<file path="src/rtl/assert_macros.svh">
// assertion macros used by the rtl datapath
// expects signals clk and rst_n in the scope of use
`ifndef ASSERT_MACROS_SVH
`define ASSERT_MACROS_SVH

// same-cycle implication, disabled during reset
`define CMSN_ASSERT_IMP(lbl, ante, cons) \
    lbl: assert property (@(posedge clk) disable iff (!rst_n) (ante) |-> (cons)) \
        else $error("assertion failed");

// next-cycle implication, disabled during reset
`define CMSN_ASSERT_NXT(lbl, ante, cons) \
    lbl: assert property (@(posedge clk) disable iff (!rst_n) (ante) |=> (cons)) \
        else $error("assertion failed");

`endif

</file>
<file path="src/rtl/cmsn_pkg.sv">
// types, constants and codes of the cost matrix neighbor unit
// no dependencies
package cmsn_pkg;

    localparam int MAX_NODES  = 64;
    localparam int NODE_BITS  = 6;
    localparam int COUNT_BITS = 7;
    localparam int COST_BITS  = 32;
    localparam int KEY_BITS   = 32;
    localparam int ADDR_BITS  = 2 * NODE_BITS;
    localparam int TABLE_DEPTH = MAX_NODES * MAX_NODES;

    typedef enum logic [2:0] {
        K_INSERT = 3'd0,
        K_SET    = 3'd1,
        K_REMOVE = 3'd2,
        K_READ   = 3'd3,
        K_NEIGH  = 3'd4,
        K_DEPOT  = 3'd5
    } kind_t;

    typedef enum logic [2:0] {
        ST_OK      = 3'd0,
        ST_DUP     = 3'd1,
        ST_UNKNOWN = 3'd2,
        ST_MISSING = 3'd3,
        ST_FULL    = 3'd4,
        ST_EMPTY   = 3'd5
    } status_t;

    typedef enum logic [3:0] {
        RS_OK,
        RS_DUP,
        RS_UNKNOWN,
        RS_MISS,
        RS_FULL,
        RS_EMPTY,
        RS_NEW,
        RS_READ,
        RS_PEND_MORE,
        RS_PEND_LAST
    } res_sel_t;

    typedef struct packed {
        kind_t                       kind;
        logic [KEY_BITS-1:0]         name_key;
        logic [NODE_BITS-1:0]        from_node;
        logic [NODE_BITS-1:0]        to_node;
        logic signed [COST_BITS-1:0] weight;
    } in_item_t;

    typedef struct packed {
        status_t                     status;
        logic [NODE_BITS-1:0]        node;
        logic signed [COST_BITS-1:0] cost;
        logic                        last;
    } out_item_t;

    typedef struct packed {
        logic     load_item;
        logic     scan_start;
        logic     rd_scan;
        logic     rd_edge;
        logic     cap_edge;
        logic     pass_end;
        logic     clr_start;
        logic     wr_clr;
        logic     wr_edge;
        logic     wr_diag;
        logic     emit;
        res_sel_t sel;
    } cmd_t;

    typedef struct packed {
        kind_t kind;
        logic  known;
        logic  from_ok;
        logic  from_eq_to;
        logic  count_zero;
        logic  count_full;
        logic  scan_last;
        logic  match;
        logic  found;
        logic  pend_valid;
        logic  edge_present;
        logic  clr_last;
        logic  out_free;
    } sts_t;

endpackage

</file>
<file path="src/rtl/cmsn_ctrl.sv">
// controller state machine sequencing scans, clears and result emission
// depends on cmsn_pkg
module cmsn_ctrl (
    input  logic           clk,
    input  logic           rst_n,
    input  logic           in_valid,
    output logic           in_ready,
    input  cmsn_pkg::sts_t sts,
    output cmsn_pkg::cmd_t cmd
);
    import cmsn_pkg::*;

    typedef enum logic [3:0] {
        S_IDLE,
        S_DISPATCH,
        S_SCAN,
        S_TAIL,
        S_INS_DEC,
        S_CLR,
        S_DIAG,
        S_RD_WAIT,
        S_PASS,
        S_PEND,
        S_EMIT
    } state_t;

    state_t   state_reg, state_next;
    res_sel_t sel_reg, sel_next;

    assign in_ready = state_reg == S_IDLE;

    always_comb
    begin
        state_next = state_reg;
        sel_next   = sel_reg;
        cmd        = '0;
        cmd.sel    = sel_reg;
        unique case (state_reg)
            S_IDLE:
            begin
                if (in_valid)
                begin
                    cmd.load_item = 1'b1;
                    state_next    = S_DISPATCH;
                end
            end
            S_DISPATCH:
            begin
                state_next = S_EMIT;
                sel_next   = RS_OK;
                unique case (sts.kind) inside
                    K_INSERT:
                    begin
                        cmd.scan_start = 1'b1;
                        state_next = sts.count_zero ? S_INS_DEC : S_SCAN;
                    end
                    K_SET, K_REMOVE:
                    begin
                        if (!sts.known)
                        begin
                            sel_next = RS_UNKNOWN;
                        end
                        else if (sts.kind == K_REMOVE || !sts.from_eq_to)
                        begin
                            cmd.wr_edge = 1'b1;
                        end
                    end
                    K_READ:
                    begin
                        if (!sts.known)
                        begin
                            sel_next = RS_UNKNOWN;
                        end
                        else
                        begin
                            cmd.rd_edge = 1'b1;
                            state_next  = S_RD_WAIT;
                        end
                    end
                    K_NEIGH:
                    begin
                        if (!sts.from_ok)
                        begin
                            sel_next = RS_UNKNOWN;
                        end
                        else
                        begin
                            state_next = S_PASS;
                        end
                    end
                    K_DEPOT:
                    begin
                        if (sts.count_zero)
                        begin
                            sel_next = RS_EMPTY;
                        end
                        else
                        begin
                            state_next = S_PASS;
                        end
                    end
                    default: sel_next = RS_OK;
                endcase
            end
            S_PASS:
            begin
                cmd.scan_start = 1'b1;
                state_next     = S_SCAN;
            end
            S_SCAN:
            begin
                cmd.rd_scan = 1'b1;
                if (sts.scan_last)
                begin
                    state_next = S_TAIL;
                end
            end
            S_TAIL:
            begin
                state_next = (sts.kind == K_INSERT) ? S_INS_DEC : S_PEND;
            end
            S_INS_DEC:
            begin
                state_next = S_EMIT;
                if (sts.match)
                begin
                    sel_next = RS_DUP;
                end
                else if (sts.count_full)
                begin
                    sel_next = RS_FULL;
                end
                else
                begin
                    cmd.clr_start = 1'b1;
                    state_next    = S_CLR;
                end
            end
            S_CLR:
            begin
                cmd.wr_clr = 1'b1;
                if (sts.clr_last)
                begin
                    state_next = S_DIAG;
                end
            end
            S_DIAG:
            begin
                cmd.wr_diag = 1'b1;
                sel_next    = RS_NEW;
                state_next  = S_EMIT;
            end
            S_RD_WAIT:
            begin
                cmd.cap_edge = 1'b1;
                sel_next     = sts.edge_present ? RS_READ : RS_MISS;
                state_next   = S_EMIT;
            end
            S_PEND:
            begin
                // a found entry pushes the held one out; none found closes the list
                if (sts.found)
                begin
                    if (!sts.pend_valid || sts.out_free)
                    begin
                        cmd.pass_end = 1'b1;
                        cmd.emit     = sts.pend_valid;
                        cmd.sel      = RS_PEND_MORE;
                        state_next   = S_PASS;
                    end
                end
                else if (sts.out_free)
                begin
                    cmd.emit   = 1'b1;
                    cmd.sel    = sts.pend_valid ? RS_PEND_LAST : RS_EMPTY;
                    state_next = S_IDLE;
                end
            end
            S_EMIT:
            begin
                if (sts.out_free)
                begin
                    cmd.emit   = 1'b1;
                    state_next = S_IDLE;
                end
            end
            default: state_next = S_IDLE;
        endcase
    end

    always_ff @(posedge clk or negedge rst_n)
    begin
        if (!rst_n)
        begin
            state_reg <= S_IDLE;
            sel_reg   <= RS_OK;
        end
        else
        begin
            state_reg <= state_next;
            sel_reg   <= sel_next;
        end
    end

endmodule

</file>
<file path="config.mk">
export PLATFORM = sky130hd
export DESIGN_NAME = cmsn_ctrl
export DESIGN_NICKNAME = d
export VERILOG_FILES = /design/src/rtl/assert_macros.svh /design/src/rtl/cmsn_pkg.sv /design/src/rtl/cmsn_ctrl.sv
export SDC_FILE = /design/constraint.sdc
export NUM_CORES = 1
export LEC_CHECK = 0
export BUFFER_PORTS_ARGS = -buffer_cell sky130_fd_sc_hd__clkbuf_2
export CAP_MARGIN = 20
export CELL_PAD_IN_SITES_DETAIL_PLACEMENT = 1
export CELL_PAD_IN_SITES_GLOBAL_PLACEMENT = 1
export CORE_MARGIN = 4
export CORE_UTILIZATION = 32
export DETAILED_ROUTE_END_ITERATION = 8
export GPL_TIMING_DRIVEN = 1
export HOLD_SLACK_MARGIN = 0.08
export PLACE_DENSITY_LB_ADDON = 0.1
export SLEW_MARGIN = 15
export SYNTH_ARGS = -nofsm -noshare
export SYNTH_HDL_FRONTEND = slang
export SYNTH_SLANG_ARGS = --single-unit
</file>
<file path="constraint.sdc">
create_clock -name clk -period 2.3 [get_ports clk]
set_clock_uncertainty 0.05 [all_clocks]
set_input_delay 0.115 -clock clk [delete_from_list [all_inputs] [get_ports clk]]
set_output_delay 0.115 -clock clk [all_outputs]
set_load 0.05 [all_outputs]
</file>
Yosys cells after proc, flatten, opt, wreduce, memory -nomap -nowiden
Cells that the tools add are included.

operators by class
  equality and inequality tests = 20
  multiplexer cells = 51
  reductions and logical operators = 12

operator list
  kind                  count
  $mux W4               14
  $pmux W4 S10          1
  $pmux W4 S4           2
  $mux W1               21
  $eq A4 B3 Y1 const B  4
  $mux W5               3
  $eq A4 B4 Y1 const B  3
  $mux W3               3
  $pmux W3 S3           1
  $eq A4 B2 Y1 const B  2
  $mux W2               4
  $eq A3 B2 Y1 const B  2
  $eq A3 B3 Y1 const B  2
  $ne A2 B2 Y1 const B  3
  $ne A3 B3 Y1 const B  2
  $eq A4 B1 Y1 const B  1
  $logic_not A4 Y1      1
  $pmux W1 S2           2
  $reduce_and A4 Y1     1
  $reduce_bool A4 Y1    1
  $reduce_or A2 Y1      2
  $eq A3 B1 Y1 const B  1
  $logic_not A3 Y1      1
  $reduce_or A3 Y1      1
  other kinds (3)       5

word-level totals
  register bits = 8
  bits of input ports = 18
  output and inout bits = 16
  word-level logic and storage cells = 85

Longest topological paths before layout
  word-level depth = 6
  gate-level depth with buffers = 6
  depth with buffers taken out = 4

Worst setup path after synthesis
Ideal clock, no wire load.

  path type = flip-flop to output port
  start = reg state_reg[2]
  end = out cmd[14] (netlist bit)
  arrival time = 2894 ps
  data required time = 2135 ps
  slack = -759 ps
  stages on the path, launching flop included = 5
  buffers on the path = 2
  cells stage by stage = dfrtp_1 -> clkbuf_1 -> clkbuf_1 -> nor4_1 -> and2_1

RTL lines
  what                    RTL line          RTL
  start, declared         cmsn_ctrl.sv:27   state_t state_reg, state_next;
  start signal, assigned  cmsn_ctrl.sv:200  state_reg <= state_next;
  end, declared           cmsn_ctrl.sv:9    output cmsn_pkg::cmd_t cmd

==> summary.md <==
| Metric | Value |
|---|---|
| VDD IR max | 0.6077 mV |
| Worst path cell trace | or4b_4 -> or3_1 -> inv_1 -> buf_2 |
| Ys async rst share | 1.000 |
| DRC | 0 |
| Post-DRT Antenna Nets | 0 |
| Crit end category | output pin |
| Top FF cell, synth | dfrtp_1 |
| Antenna violations before repair | 0 |
| Most common cell in the netlist | a21oi_1 |
| Lkg Pwr | 0.5350 nW |
| Post-Syn Instances | 119 |
| Crit-path max cell delay | 0.61 ns |
| Max reg flops | 4 |
| Sw Share | 0.5533 |
| Filler cells | 351 |
| Seq/Total Area, Yosys | 0.2080 |
| Root Buffer | clkbuf_4 |
| Layout overhead on the synthesized area | 31.50% |
| Int Pwr | 0.0006071 W |
| Max-capacitance violation count | 0 |
| IO Count | 34 |
| Hold crit path type | input port to register |
| Post-Syn Area per Cell | 7.076 um2 |
| Pre-CTS setup slack | 0.3408 ns |
| Yosys top cell area share | 0.2080 |
| Num Clock Sinks | 7 |
| Most area-hungry cell type in the Yosys netlist | dfrtp_1 |
| Placed inst area | 1071 um2 |
| Die Wd | 59.30 um |
| Post-Route WL | 2859 um |
| PnR worst setup slack | 0.08298 ns |
| Hold_ws | 0.1415 ns |
| P per Cell Area | 1227 nW/um2 |
| GPL Wtd Cong | 0.8212 |
| Layout cell share with drive strength beyond 1 | 0.3290 |
| # H-tree levels | 1 |
| Crit path max-delay family | simple AND/OR/NAND/NOR gates |
| DR vias/cell | 5.481 |
| Final setup fails | 0 |
| Fin area | 1107 um2 |
| Max clock buf depth | 2 |
| Port Buf Inserts | 33 |
| Peak Freq | 451.1 MHz |
| Clock power share | 0.083 |
| RSZ-0062 raised after global routing | no |
| # diodes | 0 |
| Final total power | 0.001359 W |
| Worst-Skew Late Latency | 0.24 ns |
| Post-route minimum period | 2.217 ns |
| CTS tree | yes |
| Vias in the first global route | 1058 |
| Worst-margin pin slew | 0.5866 ns |
| Switch Pwr | 0.0007520 W |
| Die height | 59.30 um |
| Synth warnings | 0 |
| Layout Utilization | 0.4429 |
| Vias | 1014 |
| Setup bufs post-CTS | 0 |
| Post-synthesis cell area | 842.1 um2 |
| Die area | 3516 um2 |
| Sequential power share | 0.170 |
| Bufs and invs on worst path | 2 |
| Fin crit share | 0.9639 |
| Top cells by area, synth | dfrtp_1, a21oi_1, nor2_1, nand2b_1, inv_1 |
| First-pass GRT wire length | 4761 um |
| CP startpoint kind | register |
| Top cells by count, synth | a21oi_1, nor2_1, inv_1 |
| Initial Util | 0.3368 |
| Core area | 2500 um2 |
| Logic pwr share | 0.748 |
| Final Hold Vio Count | 0 |
| TritonCTS buffer count | 3 |
| CP max-delay cell | or4b_4 |
| Drt initial violations | 28 |
| Wire length per cell | 15.45 um |
| Number of synthesized flops with an enable pin | 0 |
| Final net count | 174 |
| Worst EP arrival | 2.05 ns |
| Synthesized net count | 137 |
| Total grt overflow | 0 |
| Tot GR Track Use | 0.1729 |
| Worst Path Max Fanout | 9 |
| First-pass iteration count of the detailed router | 4 |
| Max-slew violations | 0 |
| Crit Path Category | register to output pin |
| Synth unique cells | 39 |
| Clock transition at the registers of the reported paths | 0.06 ns |
| Row count | 18 |
| CP required | 2.13 ns |
| Outcome | finished, final reports clean |
| Largest net degree at the start of global routing | 20 |
| Synth Register Bits | 7 |
| Post-DP HPWL | 2332 um |
| Slew HR | 0.6039 |
layer usage:
metal / vias up / track usage / part of all wire
met3: 2 / 0.01525 / 0.052
li1: 501 / - / -
met1: 482 / 0.2358 / 0.45
met2: 29 / 0.3011 / 0.49
met5: - / 0 / 0
met4: 0 / 0.02265 / 0.0077
per-stage QoR:
step	TNS [ns]	cells
final	0	185
after global routing	0	185
after CTS	0	185
after detailed placement	0	180
after global placement	0	180
after floorplan	-0.1283	119
kinds of logic (layout without fill, tap and decap cells):
| group | after synthesis | count (layout) | share of synthesized area |
|---|---|---|---|
| flip-flops | 7 | 7 | 0.2080 |
| multiplexers | 5 | 5 | 0.06241 |
| AO/OA/AOI/OAI | 36 | 36 | 0.2779 |
| AND/OR/NAND/NOR | 52 | 52 | 0.3566 |
| buffers and inverters | 19 | 55 | 0.09510 |
final timing paths:
kind / slack [ns] / start / depth (start not counted) / to
setup / recovery: 0.08 / state_reg[1] / 4 / cmd[11]
hold / removal: 0.14 / sts[6] / 3 / state_reg[1]
setup reg to reg: 0.34 / state_reg[1] / 4 / sel_reg[0]
hold reg to reg: 0.47 / sel_reg[2] / 2 / sel_reg[2]
max in group asynchronous: 1.84 / rst_n / 2 / sel_reg[1]
min in group asynchronous: 0.19 / rst_n / 2 / sel_reg[0]
tightest hold or removal path, cell delays in order:
cell      delay, ns
clkbuf_2       0.08
nand2b_1       0.11
o31ai_1        0.08
cell type report:
cell class | instances | area (um2) | share of cell area
clock buffers | 4 | 26.28 | 0.02373
well taps | 30 | 37.54 | 0.03390
repair buffers | 41 | 227.7 | 0.2056
multi-input cells | 93 | 603.1 | 0.5446
inverters | 10 | 37.54 | 0.03390
flip-flops and latches | 7 | 175.2 | 0.1582
power by group through the flow:
stage	Combinational (W)	Sequential [W]	Clock [W]
CTS	0.00102	0.000230	0.000113
floorplan	0.000799	0.000192	0
global route	0.00111	0.000240	0.000122
finish	0.00102	0.000231	0.000112
detailed placement	0.00102	0.000231	0
global placement	0.00100	0.000226	0
cells in the final DEF, fill, tap and decap left out, types with 2 or more instances in the layout:
cell type | netlist | final
clkbuf_2 | 0 | 32
nand2b_1 | 7 | 7
a211o_1 | 2 | 2
nor2b_1 | 6 | 6
nor2_1 | 12 | 12
nor3_1 | 7 | 7
and2_1 | 2 | 2
clkbuf_4 | 0 | 3
dfrtp_1 | 7 | 7
a21o_1 | 2 | 2
a21oi_1 | 14 | 13
inv_1 | 10 | 10
mux2i_1 | 3 | 3
o221ai_1 | 2 | 2
o21ai_0 | 5 | 5
nand2_1 | 5 | 5
o22ai_1 | 2 | 2
and4b_1 | 2 | 2
buf_4 | 0 | 7
timing repair:
item / CTS / global route
resized for setup: 0 / 1
hold endpoints to repair: 7 / 0
hold buffers: 1 / 0
endpoints found under the setup margin: 0 / 1
(Power assumes the default switching activity.)
